[src/tofhdr_pkg.sv]
`timescale 1ns / 1ps
// ----------------------------------------------------------------------------
// tofhdr_pkg
// Shared types, constants and the row-pair selection function of the
// time-of-flight HDR row-pair merge.
// ----------------------------------------------------------------------------
package tofhdr_pkg;

  localparam int unsigned DataW   = 16;
  localparam int unsigned CfgIdxW = 3;
  localparam int unsigned LaneN   = 2;   // lane 0: top row, lane 1: bottom row

  // Phase value that maps to max_distance.
  localparam int unsigned PhaseFullScale = 30000;

  // Scaling: q = (max_distance * d) / 30000, saturated at 16 bits.
  localparam int unsigned ProdW    = 2 * DataW;
  // Products at or above this give a quotient that no longer fits 16 bits.
  localparam logic [ProdW-1:0] SatLimit = ProdW'(64'd65536 * PhaseFullScale);
  // p / 30000 == (p >> 4) / 1875. Unsaturated p is below 2^31, so 27 bits.
  localparam int unsigned PreShift   = 4;
  localparam int unsigned DivInW     = 27;
  // ceil(2^38 / 1875); error term 1181 * 2^27 < 2^38, so exact over 27 bits.
  localparam int unsigned RecipShift = 38;
  localparam int unsigned RecipW     = 28;
  localparam logic [RecipW-1:0] Recip = 28'd146601551;
  localparam int unsigned RecipProdW = DivInW + RecipW;

  // Register reset values.
  localparam logic             RstAmpMode = 1'b1;
  localparam logic             RstHdrEn   = 1'b0;
  localparam logic [DataW-1:0] RstAmpThr  = 16'd2000;
  localparam logic [DataW-1:0] RstDistThr = 16'd12500;
  localparam logic [DataW-1:0] RstMaxDist = 16'd12500;
  localparam logic [DataW-1:0] RstValidLim = 16'd64000;

  typedef enum logic [CfgIdxW-1:0] {
    REG_AMP_MODE   = 3'd0,
    REG_HDR_EN     = 3'd1,
    REG_AMP_THR    = 3'd2,
    REG_DIST_THR   = 3'd3,
    REG_MAX_DIST   = 3'd4,
    REG_VALID_LIM  = 3'd5
  } cfg_idx_e;

  typedef struct packed {
    logic             amp_mode;
    logic             hdr_en;
    logic [DataW-1:0] amp_thr;
    logic [DataW-1:0] dist_thr;
    logic [DataW-1:0] max_dist;
    logic [DataW-1:0] valid_lim;
  } cfg_t;

  typedef struct packed {
    logic [LaneN-1:0][DataW-1:0] distance;
    logic [LaneN-1:0][DataW-1:0] amp;
    logic                        last;
  } pair_t;

  // True when the bottom pixel wins against threshold t.
  function automatic logic bottom_wins(input logic [DataW-1:0] a,
                                       input logic [DataW-1:0] b,
                                       input logic [DataW-1:0] t);
    logic res;
    if (a < t && b < t) begin
      res = (b > a);
    end else if (a >= t && b <= t) begin
      res = 1'b1;
    end else if (a <= t && b >= t) begin
      res = 1'b0;
    end else begin
      res = !(b < a);
    end
    return res;
  endfunction

endpackage

[src/tofhdr_select.sv]
`timescale 1ns / 1ps
// ----------------------------------------------------------------------------
// tofhdr_select
// First stage: when HDR is enabled, picks the winning pixel of a row pair and copies it over.
// ----------------------------------------------------------------------------
module tofhdr_select (
  input  logic              clk_i,
  input  logic              rst_ni,
  input  tofhdr_pkg::cfg_t  cfg_i,
  input  logic              in_valid_i,
  input  tofhdr_pkg::pair_t pair_i,
  output logic              out_valid_o,
  output tofhdr_pkg::pair_t pair_o
);
  import tofhdr_pkg::*;

  logic [DataW-1:0] cmp_top;
  logic [DataW-1:0] cmp_bot;
  logic [DataW-1:0] cmp_thr;
  logic             bot_win;
  pair_t            pair_d;
  pair_t            pair_q;
  logic             valid_q;

  always_comb begin
    cmp_top = cfg_i.amp_mode ? pair_i.amp[0] : pair_i.distance[0];
    cmp_bot = cfg_i.amp_mode ? pair_i.amp[1] : pair_i.distance[1];
    cmp_thr = cfg_i.amp_mode ? cfg_i.amp_thr : cfg_i.dist_thr;
    bot_win = bottom_wins(cmp_top, cmp_bot, cmp_thr);
  end

  always_comb begin
    pair_d = pair_i;
    if (cfg_i.hdr_en) begin
      if (bot_win) begin
        pair_d.distance[0] = pair_i.distance[1];
        if (cfg_i.amp_mode) begin
          pair_d.amp[0] = pair_i.amp[1];
        end
      end else begin
        pair_d.distance[1] = pair_i.distance[0];
        if (cfg_i.amp_mode) begin
          pair_d.amp[1] = pair_i.amp[0];
        end
      end
    end
  end

  always_ff @(posedge clk_i or negedge rst_ni) begin
    if (!rst_ni) begin
      valid_q <= 1'b0;
    end else begin
      valid_q <= in_valid_i;
    end
  end

  always_ff @(posedge clk_i) begin
    pair_q <= pair_d;
  end

  assign out_valid_o = valid_q;
  assign pair_o      = pair_q;

endmodule

[src/tofhdr_scale.sv]
`timescale 1ns / 1ps
// ----------------------------------------------------------------------------
// tofhdr_scale
// Three-stage phase-to-distance scaling of both lanes:
// multiply by max_distance, divide by 30000 via reciprocal, saturate; status codes at or above valid_limit pass.
// ----------------------------------------------------------------------------
module tofhdr_scale (
  input  logic              clk_i,
  input  logic              rst_ni,
  input  tofhdr_pkg::cfg_t  cfg_i,
  input  logic              in_valid_i,
  input  tofhdr_pkg::pair_t pair_i,
  output logic              out_valid_o,
  output tofhdr_pkg::pair_t pair_o
);
  import tofhdr_pkg::*;

  // stage A: max_distance * d
  logic                  a_valid_q;
  pair_t                 a_pair_q;
  logic [ProdW-1:0]      a_prod_d [LaneN];
  logic [ProdW-1:0]      a_prod_q [LaneN];
  logic [LaneN-1:0]      a_byp_d;
  logic [LaneN-1:0]      a_byp_q;
  // stage B: reciprocal multiply, saturation flag
  logic                  b_valid_q;
  pair_t                 b_pair_q;
  logic [RecipProdW-1:0] b_recip_d [LaneN];
  logic [RecipProdW-1:0] b_recip_q [LaneN];
  logic [LaneN-1:0]      b_sat_d;
  logic [LaneN-1:0]      b_sat_q;
  logic [LaneN-1:0]      b_byp_q;
  // stage C: final select
  logic                  c_valid_q;
  pair_t                 c_pair_d;
  pair_t                 c_pair_q;

  always_comb begin
    for (int l = 0; l < LaneN; l++) begin
      a_prod_d[l] = ProdW'(cfg_i.max_dist) * ProdW'(pair_i.distance[l]);
      a_byp_d[l]  = (pair_i.distance[l] >= cfg_i.valid_lim);
    end
  end

  always_comb begin
    for (int l = 0; l < LaneN; l++) begin
      b_sat_d[l]   = (a_prod_q[l] >= SatLimit);
      b_recip_d[l] = RecipProdW'(a_prod_q[l][PreShift +: DivInW]) * RecipProdW'(Recip);
    end
  end

  always_comb begin
    c_pair_d = b_pair_q;
    for (int l = 0; l < LaneN; l++) begin
      if (b_byp_q[l]) begin
        c_pair_d.distance[l] = b_pair_q.distance[l];
      end else if (b_sat_q[l]) begin
        c_pair_d.distance[l] = '1;
      end else begin
        c_pair_d.distance[l] = b_recip_q[l][RecipShift +: DataW];
      end
    end
  end

  always_ff @(posedge clk_i or negedge rst_ni) begin
    if (!rst_ni) begin
      a_valid_q <= 1'b0;
      b_valid_q <= 1'b0;
      c_valid_q <= 1'b0;
    end else begin
      a_valid_q <= in_valid_i;
      b_valid_q <= a_valid_q;
      c_valid_q <= b_valid_q;
    end
  end

  always_ff @(posedge clk_i) begin
    a_pair_q <= pair_i;
    a_byp_q  <= a_byp_d;
    a_prod_q <= a_prod_d;
    b_pair_q <= a_pair_q;
    b_byp_q  <= a_byp_q;
    b_sat_q  <= b_sat_d;
    b_recip_q <= b_recip_d;
    c_pair_q <= c_pair_d;
  end

  assign out_valid_o = c_valid_q;
  assign pair_o      = c_pair_q;

endmodule

[src/tof_hdr_row_pair_merge.sv]
`timescale 1ns / 1ps
// ----------------------------------------------------------------------------
// tof_hdr_row_pair_merge
// Time-of-flight HDR row-pair merge with phase-to-distance scaling.
// ----------------------------------------------------------------------------
// One pixel pair (top and bottom row of one column) is taken per clock
// whenever start is high; busy is always low, so a pair can be issued every
// cycle. Each request yields exactly one result, shown on the output ports
// for one cycle with valid_o high; the receiver cannot stall, so results
// must be taken when valid_o strobes. A result passes the pipeline registers
// in order: row-pair selection, the max_distance multiply, the
// reciprocal multiply that divides by 30000, and the output register.
// Registers (cfg_we_i/cfg_idx_i/cfg_wdata_i) should be written only while no
// request is in flight; they feed selection and the first scale stage directly.
//
// Behavior:
//  - hdr_enable=1: a compare value per pixel is chosen (amplitude in
//    amplitude mode, raw distance otherwise) and tested against its
//    threshold. Both below: larger wins. One at/above, other at/below: the
//    at/below one wins (bottom wins a tie at the threshold). Both above:
//    larger wins (bottom wins a tie). The winner's distance goes to both pixels; its amplitude
//    too in amplitude mode.
//  - Any distance below valid_limit becomes max_distance*d/30000, clipped at
//    65535; distances at or above valid_limit are status codes and pass.
//  - frame_end_o copies last_pair_i of the same request.
// ----------------------------------------------------------------------------
module tof_hdr_row_pair_merge (
  input  logic                           clk_i,
  input  logic                           rst_ni,
  // register write port
  input  logic                           cfg_we_i,
  input  logic [tofhdr_pkg::CfgIdxW-1:0] cfg_idx_i,
  input  logic [tofhdr_pkg::DataW-1:0]   cfg_wdata_i,
  // request
  input  logic                           start,
  output logic                           busy,
  input  logic [tofhdr_pkg::DataW-1:0]   top_distance_i,
  input  logic [tofhdr_pkg::DataW-1:0]   bottom_distance_i,
  input  logic [tofhdr_pkg::DataW-1:0]   top_amplitude_i,
  input  logic [tofhdr_pkg::DataW-1:0]   bottom_amplitude_i,
  input  logic                           last_pair_i,
  // result
  output logic                           valid_o,
  output logic [tofhdr_pkg::DataW-1:0]   top_distance_out_o,
  output logic [tofhdr_pkg::DataW-1:0]   bottom_distance_out_o,
  output logic [tofhdr_pkg::DataW-1:0]   top_amplitude_out_o,
  output logic [tofhdr_pkg::DataW-1:0]   bottom_amplitude_out_o,
  output logic                           frame_end_o
);
  import tofhdr_pkg::*;

  cfg_t  cfg_q;
  cfg_t  cfg_d;
  pair_t in_pair;
  logic  in_valid;
  logic  sel_valid;
  pair_t sel_pair;
  logic  out_valid;
  pair_t out_pair;

  // --- configuration registers --------------------------------------------
  always_comb begin
    cfg_d = cfg_q;
    if (cfg_we_i) begin
      unique case (cfg_idx_e'(cfg_idx_i))
        REG_AMP_MODE:  cfg_d.amp_mode  = cfg_wdata_i[0];
        REG_HDR_EN:    cfg_d.hdr_en    = cfg_wdata_i[0];
        REG_AMP_THR:   cfg_d.amp_thr   = cfg_wdata_i;
        REG_DIST_THR:  cfg_d.dist_thr  = cfg_wdata_i;
        REG_MAX_DIST:  cfg_d.max_dist  = cfg_wdata_i;
        REG_VALID_LIM: cfg_d.valid_lim = cfg_wdata_i;
        default:       cfg_d = cfg_q;  // unmapped index: write dropped
      endcase
    end
  end

  always_ff @(posedge clk_i or negedge rst_ni) begin
    if (!rst_ni) begin
      cfg_q.amp_mode  <= RstAmpMode;
      cfg_q.hdr_en    <= RstHdrEn;
      cfg_q.amp_thr   <= RstAmpThr;
      cfg_q.dist_thr  <= RstDistThr;
      cfg_q.max_dist  <= RstMaxDist;
      cfg_q.valid_lim <= RstValidLim;
    end else begin
      cfg_q <= cfg_d;
    end
  end

  // --- request intake: fully pipelined, never busy -------------------------
  assign busy     = 1'b0;
  assign in_valid = start && !busy;

  always_comb begin
    in_pair.distance[0] = top_distance_i;
    in_pair.distance[1] = bottom_distance_i;
    in_pair.amp[0]      = top_amplitude_i;
    in_pair.amp[1]      = bottom_amplitude_i;
    in_pair.last        = last_pair_i;
  end

  // stage 1: winner selection and copy
  tofhdr_select u_select (
    .clk_i       (clk_i),
    .rst_ni      (rst_ni),
    .cfg_i       (cfg_q),
    .in_valid_i  (in_valid),
    .pair_i      (in_pair),
    .out_valid_o (sel_valid),
    .pair_o      (sel_pair)
  );

  // stages 2-4: distance scaling with saturation
  tofhdr_scale u_scale (
    .clk_i       (clk_i),
    .rst_ni      (rst_ni),
    .cfg_i       (cfg_q),
    .in_valid_i  (sel_valid),
    .pair_i      (sel_pair),
    .out_valid_o (out_valid),
    .pair_o      (out_pair)
  );

  // --- result ports (registered inside the scaler) -------------------------
  assign valid_o                = out_valid;
  assign top_distance_out_o     = out_pair.distance[0];
  assign bottom_distance_out_o  = out_pair.distance[1];
  assign top_amplitude_out_o    = out_pair.amp[0];
  assign bottom_amplitude_out_o = out_pair.amp[1];
  assign frame_end_o            = out_pair.last;

endmodule

[config.mk]
export PLATFORM = sky130hd
export DESIGN_NAME = tof_hdr_row_pair_merge
export DESIGN_NICKNAME = d
export VERILOG_FILES = /design/src/tofhdr_pkg.sv /design/src/tofhdr_select.sv /design/src/tofhdr_scale.sv /design/src/tof_hdr_row_pair_merge.sv
export SDC_FILE = /design/constraint.sdc
export NUM_CORES = 2
export LEC_CHECK = 0
export BUFFER_PORTS_ARGS = -buffer_cell sky130_fd_sc_hd__buf_2
export CAP_MARGIN = 20
export CORE_MARGIN = 2
export CORE_UTILIZATION = 55
export CTS_CLUSTER_DIAMETER = 50
export DETAILED_ROUTE_END_ITERATION = 10
export PLACE_DENSITY_LB_ADDON = 0.12
export SLEW_MARGIN = 25
export SYNTH_ARGS = -nofsm -noshare
export SYNTH_HDL_FRONTEND = slang
export SYNTH_SLANG_ARGS = --single-unit
[constraint.sdc]
create_clock -name clk_i -period 15.6 [get_ports clk_i]
set_input_delay 1.56 -clock clk_i [delete_from_list [all_inputs] [get_ports clk_i]]
set_output_delay 1.56 -clock clk_i [all_outputs]
set_load 0.03 [all_outputs]
Word-level counts from Yosys, hierarchy flattened

Index checks and enable logic that the tools add are counted.
Widths: inputs -> output; s select.

Multiply operators: 4
Magnitude comparators: 12
Equality and inequality tests: 5
Multiplexer cells: 16
Reduce and logical (&&, ||, !) cells: 11

Operator list:

| kind                   | number |
|---|---|
| $mux 16                | 12 |
| $mul 27x28->54 const B | 2 |
| $ge 16x16->1           | 4 |
| $ge 32x31->1 const B   | 2 |
| $mul 16x16->32         | 2 |
| $mux 64                | 1 |
| $lt 16x16->1           | 3 |
| $le 16x16->1           | 2 |
| $gt 16x16->1           | 1 |
| $reduce_and 2->1       | 6 |
| $eq 3x2->1 const B     | 2 |
| $eq 3x3->1 const B     | 2 |
| $eq 3x1->1 const B     | 1 |
| $logic_and 1x1->1      | 3 |
| $logic_not 3->1        | 1 |
| $mux 1                 | 3 |
| $logic_not 1->1        | 1 |

Bits in registers: 508
Input port bits: 88
Output and inout port bits: 67
Logic and storage cells: 85

Depth between registers and ports, before layout

Depth in word-level cells: 8
Depth in mapped cells: 25
Depth with buffers taken out: 25

By module

Synthesis repeated with hierarchy kept, for this count alone.

Cell total of the unflattened synthesis: 5321
Area, all modules: 54444.7 µm²

By module, submodules not included:

| module                 | instances | cells an instance | area each (µm²) | seq. area each (µm²) |
|---|---|---|---|---|
| tofhdr_scale           | 1         | 4839              | 47863.4         | 5860.6 |
| tofhdr_select          | 1         | 336               | 3907.5          | 1326.3 |
| tof_hdr_row_pair_merge | 1         | 146               | 2673.8          | 1682.9 |

Least setup slack after synthesis

No wires, ideal clock.

Kind: flip-flop to flip-flop
From: reg u_scale.a_prod_q[45] in the netlist's numbering
To: reg u_scale.b_recip_q[106] in the netlist's numbering
Setup time: 0.119 ns
Data arrival time: 6.309 ns
Required time: 15.481 ns
Path slack: 9.172 ns
Cell stages (with the launch flop): 23
Path buffers: 0
Period minus slack after synthesis: 6.428 ns
Cell sequence: dfxtp_1 -> inv_1 -> fa_1 -> inv_1 -> ha_1 -> fa_1 -> inv_1 -> fa_1 -> inv_1 -> fa_1 -> inv_1 -> fa_1 -> fa_1 -> inv_1 -> ha_1 -> nand4_1 -> or4_1 -> o211ai_1 -> o21ai_0 -> a31oi_2 -> a21oi_1 -> a211o_1 -> xnor2_1

RTL lines:

| element                | line               | source |
|---|---|---|
| start, declared        | tofhdr_scale.sv:22 | `logic [ProdW-1:0] a_prod_q [LaneN];` |
| start signal, assigned | tofhdr_scale.sv:80 | `a_prod_q <= a_prod_d;` |
| end signal, assigned   | tofhdr_scale.sv:84 | `b_recip_q <= b_recip_d;` |
| end, declared          | tofhdr_scale.sv:29 | `logic [RecipProdW-1:0] b_recip_q [LaneN];` |

==> results.ini <==
[clock_tree]
numCtsBuffers = 54
cts_hold_repair.buffers = 0
cts_resized = 0
clkSlewWorstSetupHoldPaths_ns = 0.06
cts_root_buf = clkbuf_16
clk_latency_ns = 0.65
ctsHtreeMaxLevel = 2
cts_tree = yes
cts_setup_buffers = 0
clock-sinks = 424
cts_max_path_buffers = 3

[floorplan]
start_util = 0.553
pin_count = 155
die_w_um = 318
rows = 115
die_h_um = 318
die_area_um2 = 101000
coreArea_um2 = 98100

[worst_setup_path]
cp_common_cell = inv_1
critPathLaunchType = register
required_ns = 16.13
crit_type = register to register
cpMaxStageDelayCell = o21ai_0
critPathMaxStageDelay_ns = 0.69
path_max_fanout = 8
arrival_ns = 8.45
cp.buffers_inverters = 8
end_kind = register
critPathTopFamily = adder cells

[route]
wl_met2_mm = 59.5
ant_nets = 0
drt_iter0_markers = 2050
wl_met1_mm = 62.9
wl_met3_mm = 8.75
vias = 35500
drc = 0
wl_per_cell_um = 19.8
viasPerCell = 5.23
drt-pass1-iter-count = 5
totalWireLength_mm = 134
top_layer = met5

[sta]
final-hold-violation-count = 0
setup_violations = 0
report.final.slew_viol_count = 0
timing_worst_slew_pin_value_ns = 1.08
finalCriticalPeriod_ns = 7.92
fmaxAchievable_ghz = 0.126
fin_setup_tns_ns = 0
rsz0062_at_grt = false
relSlewSlack = 0.279
clock_skew_ns = 0.0315
fin_crit_sh = 0.508

[synth]
syn_area_per_cell_um2 = 10.2
ys_seq_elements = 424
synth_top_family_by_area = adder cells
yosys_warnings = 0
synthSimpleGateAreaFrac = 0.0778
synth_seq_area_share = 0.163
synth.net_count = 7226
synth-xor-area-share = 0.0155
synth-async-reset-ratio = 0.165
ys.flop_type = dfxtp_1
netlist_area_um2 = 54300
synth_cell_types = 75
synthAdderAreaFrac = 0.550
synth_edf_count = 0
synth_cells = 5332
muxShareOfSynthArea = 0.0373
synth_compound_area_frac = 0.0508

[global_route]
antenna_found_initial = 5
grt_max_degree = 71
grt_pass1_wl_mm = 216
grt_usage = 0.275
grt_pass1_vias = 38400
globalRouteOverflowTotal = 0

[final_layout]
multi_input_area_um2 = 39700
fin_nets = 7354
final_area_um2 = 58300
stdcell_count = 6792
syn_to_final_growth_pct = 7.49
drive_above_1_share = 0.0863
seq_area_um2 = 8870
nFillCells = 8497

[run_status]
status = completed

[placed_design]
place.gp.congestion = 0.994
place_inst = 6691
dpl_cell_area_um2 = 56500
io_buffers = 153
hpwl_mm = 112

[job]
max_cap_violations = 0

[worst_hold_path]
hp-class = register to register

## worst paths after layout
| path | from | slack (ns) | cells after the start | to |
|---|---|---|---|---|
| max in group asynchronous | rst_ni | 13.86 | 2 | cfg_q[10] |
| max reg2reg | u_scale.a_prod_q[45] | 7.68 | 25 | u_scale.b_recip_q[108] |
| max | u_scale.a_prod_q[45] | 7.68 | 25 | u_scale.b_recip_q[108] |
| min reg2reg | u_select.pair_o[2] | 0.32 | 0 | u_scale.a_pair_q[2] |
| min in group asynchronous | rst_ni | 1.13 | 2 | cfg_q[32] |
| min | u_select.pair_o[2] | 0.32 | 0 | u_scale.a_pair_q[2] |
## logic make-up after synthesis
kind of cell | count (synthesis)
other | 1
buffers and inverters | 1518
AO/OA/AOI/OAI | 424
flip-flops | 424
XOR/XNOR | 96
AND/OR/NAND/NOR | 879
adder cells (fa/ha/maj) | 1806
multiplexers | 184
## cells in the mapped netlist (all sizes together), types with 16 or more instances
library cell,count,share of area
dfstp,25,0.012
nand4,29,0.0036
a21oi,112,0.010
nand2,399,0.028
a21o,77,0.011
nor2b,20,0.0023
xor2,28,0.0045
dfxtp,354,0.13
o21bai,16,0.0022
nor2,107,0.0074
inv,1409,0.097
a211oi,19,0.0027
clkbuf,101,0.0070
o21a,16,0.0022
nand3,30,0.0029
dfrtp,45,0.021
mux2,146,0.030
and2,200,0.023
ha,840,0.19
xnor2,68,0.011
mux2i,38,0.0070
fa,966,0.36
o21ai,97,0.0089
nor3,25,0.0024
## metrics by stage
stage / util / hold slack, ns / setup slack (ns)
after detailed placement: 0.575 / 0.312 / 7.75
after global routing: 0.595 / 0.328 / 7.05
after CTS: 0.594 / 0.322 / 7.72
final: 0.595 / 0.318 / 7.68
after global placement: 0.575 / 0.310 / 7.77
after floorplan: - / 0.310 / 9.17
## final cells by class
cell class	instances	area share
Inverter	1409	0.0906
Antenna cell	2	0.0000858
Multi-Input combinational cell	3390	0.681
Sequential cell	424	0.152
Clock buffer	69	0.0250
Clock inverter	30	0.00725
Timing Repair Buffer	181	0.0167
Tap cell	1287	0.0276
## registers in the layout (all words and copies together), names as in the netlist, 32 cells and up
register and flops:
cfg_q 66, u_scale.pair_o 65, u_scale.a_prod_q 56, u_scale.a_pair_q 65, u_scale.b_pair_q 65, u_select.pair_o 65, u_scale.b_recip_q 32
## worst reg2reg max path, delay by kind of cell, from the launching register on
| kind | cells | cell delay (ns) |
|---|---|---|
| xor+xnor | 1 | 0.15 |
| buf+inv | 8 | 0.66 |
| compound gates | 8 | 2.76 |
| flops | 1 | 0.66 |
| fa+ha+maj | 8 | 3.59 |
## cells in the final DEF (no fill, tap or decap), drive strengths merged, types with 10 or more instances in the layout
master and n:
dfstp 25, mux2 146, nand2b 12, xnor2 68, a211oi 19, nor2 107
fa 966, a21oi 112, o21ai 97, clkinv 10, o211ai 13, inv 1421
xor2 28, o21bai 16, ha 840, a31oi 13, nor2b 20, or2 13
nand2 399, mux2i 38, nand4 29, dfrtp 45, and3 14, buf 181
and2 200, a21o 77, o21a 16, dfxtp 354, nand3 30, nor3 25
clkbuf 69
## metal layers
layer / GRT usage / vias to the layer above
met2: 0.432 / 948
li1: - / 16600
met5: 0 / -
met4: 0.0672 / 2
met1: 0.400 / 17800
met3: 0.0454 / 172
Power is not shown: default switching activity piles up to over one toggle a cycle in this logic, so the estimate is an artifact.
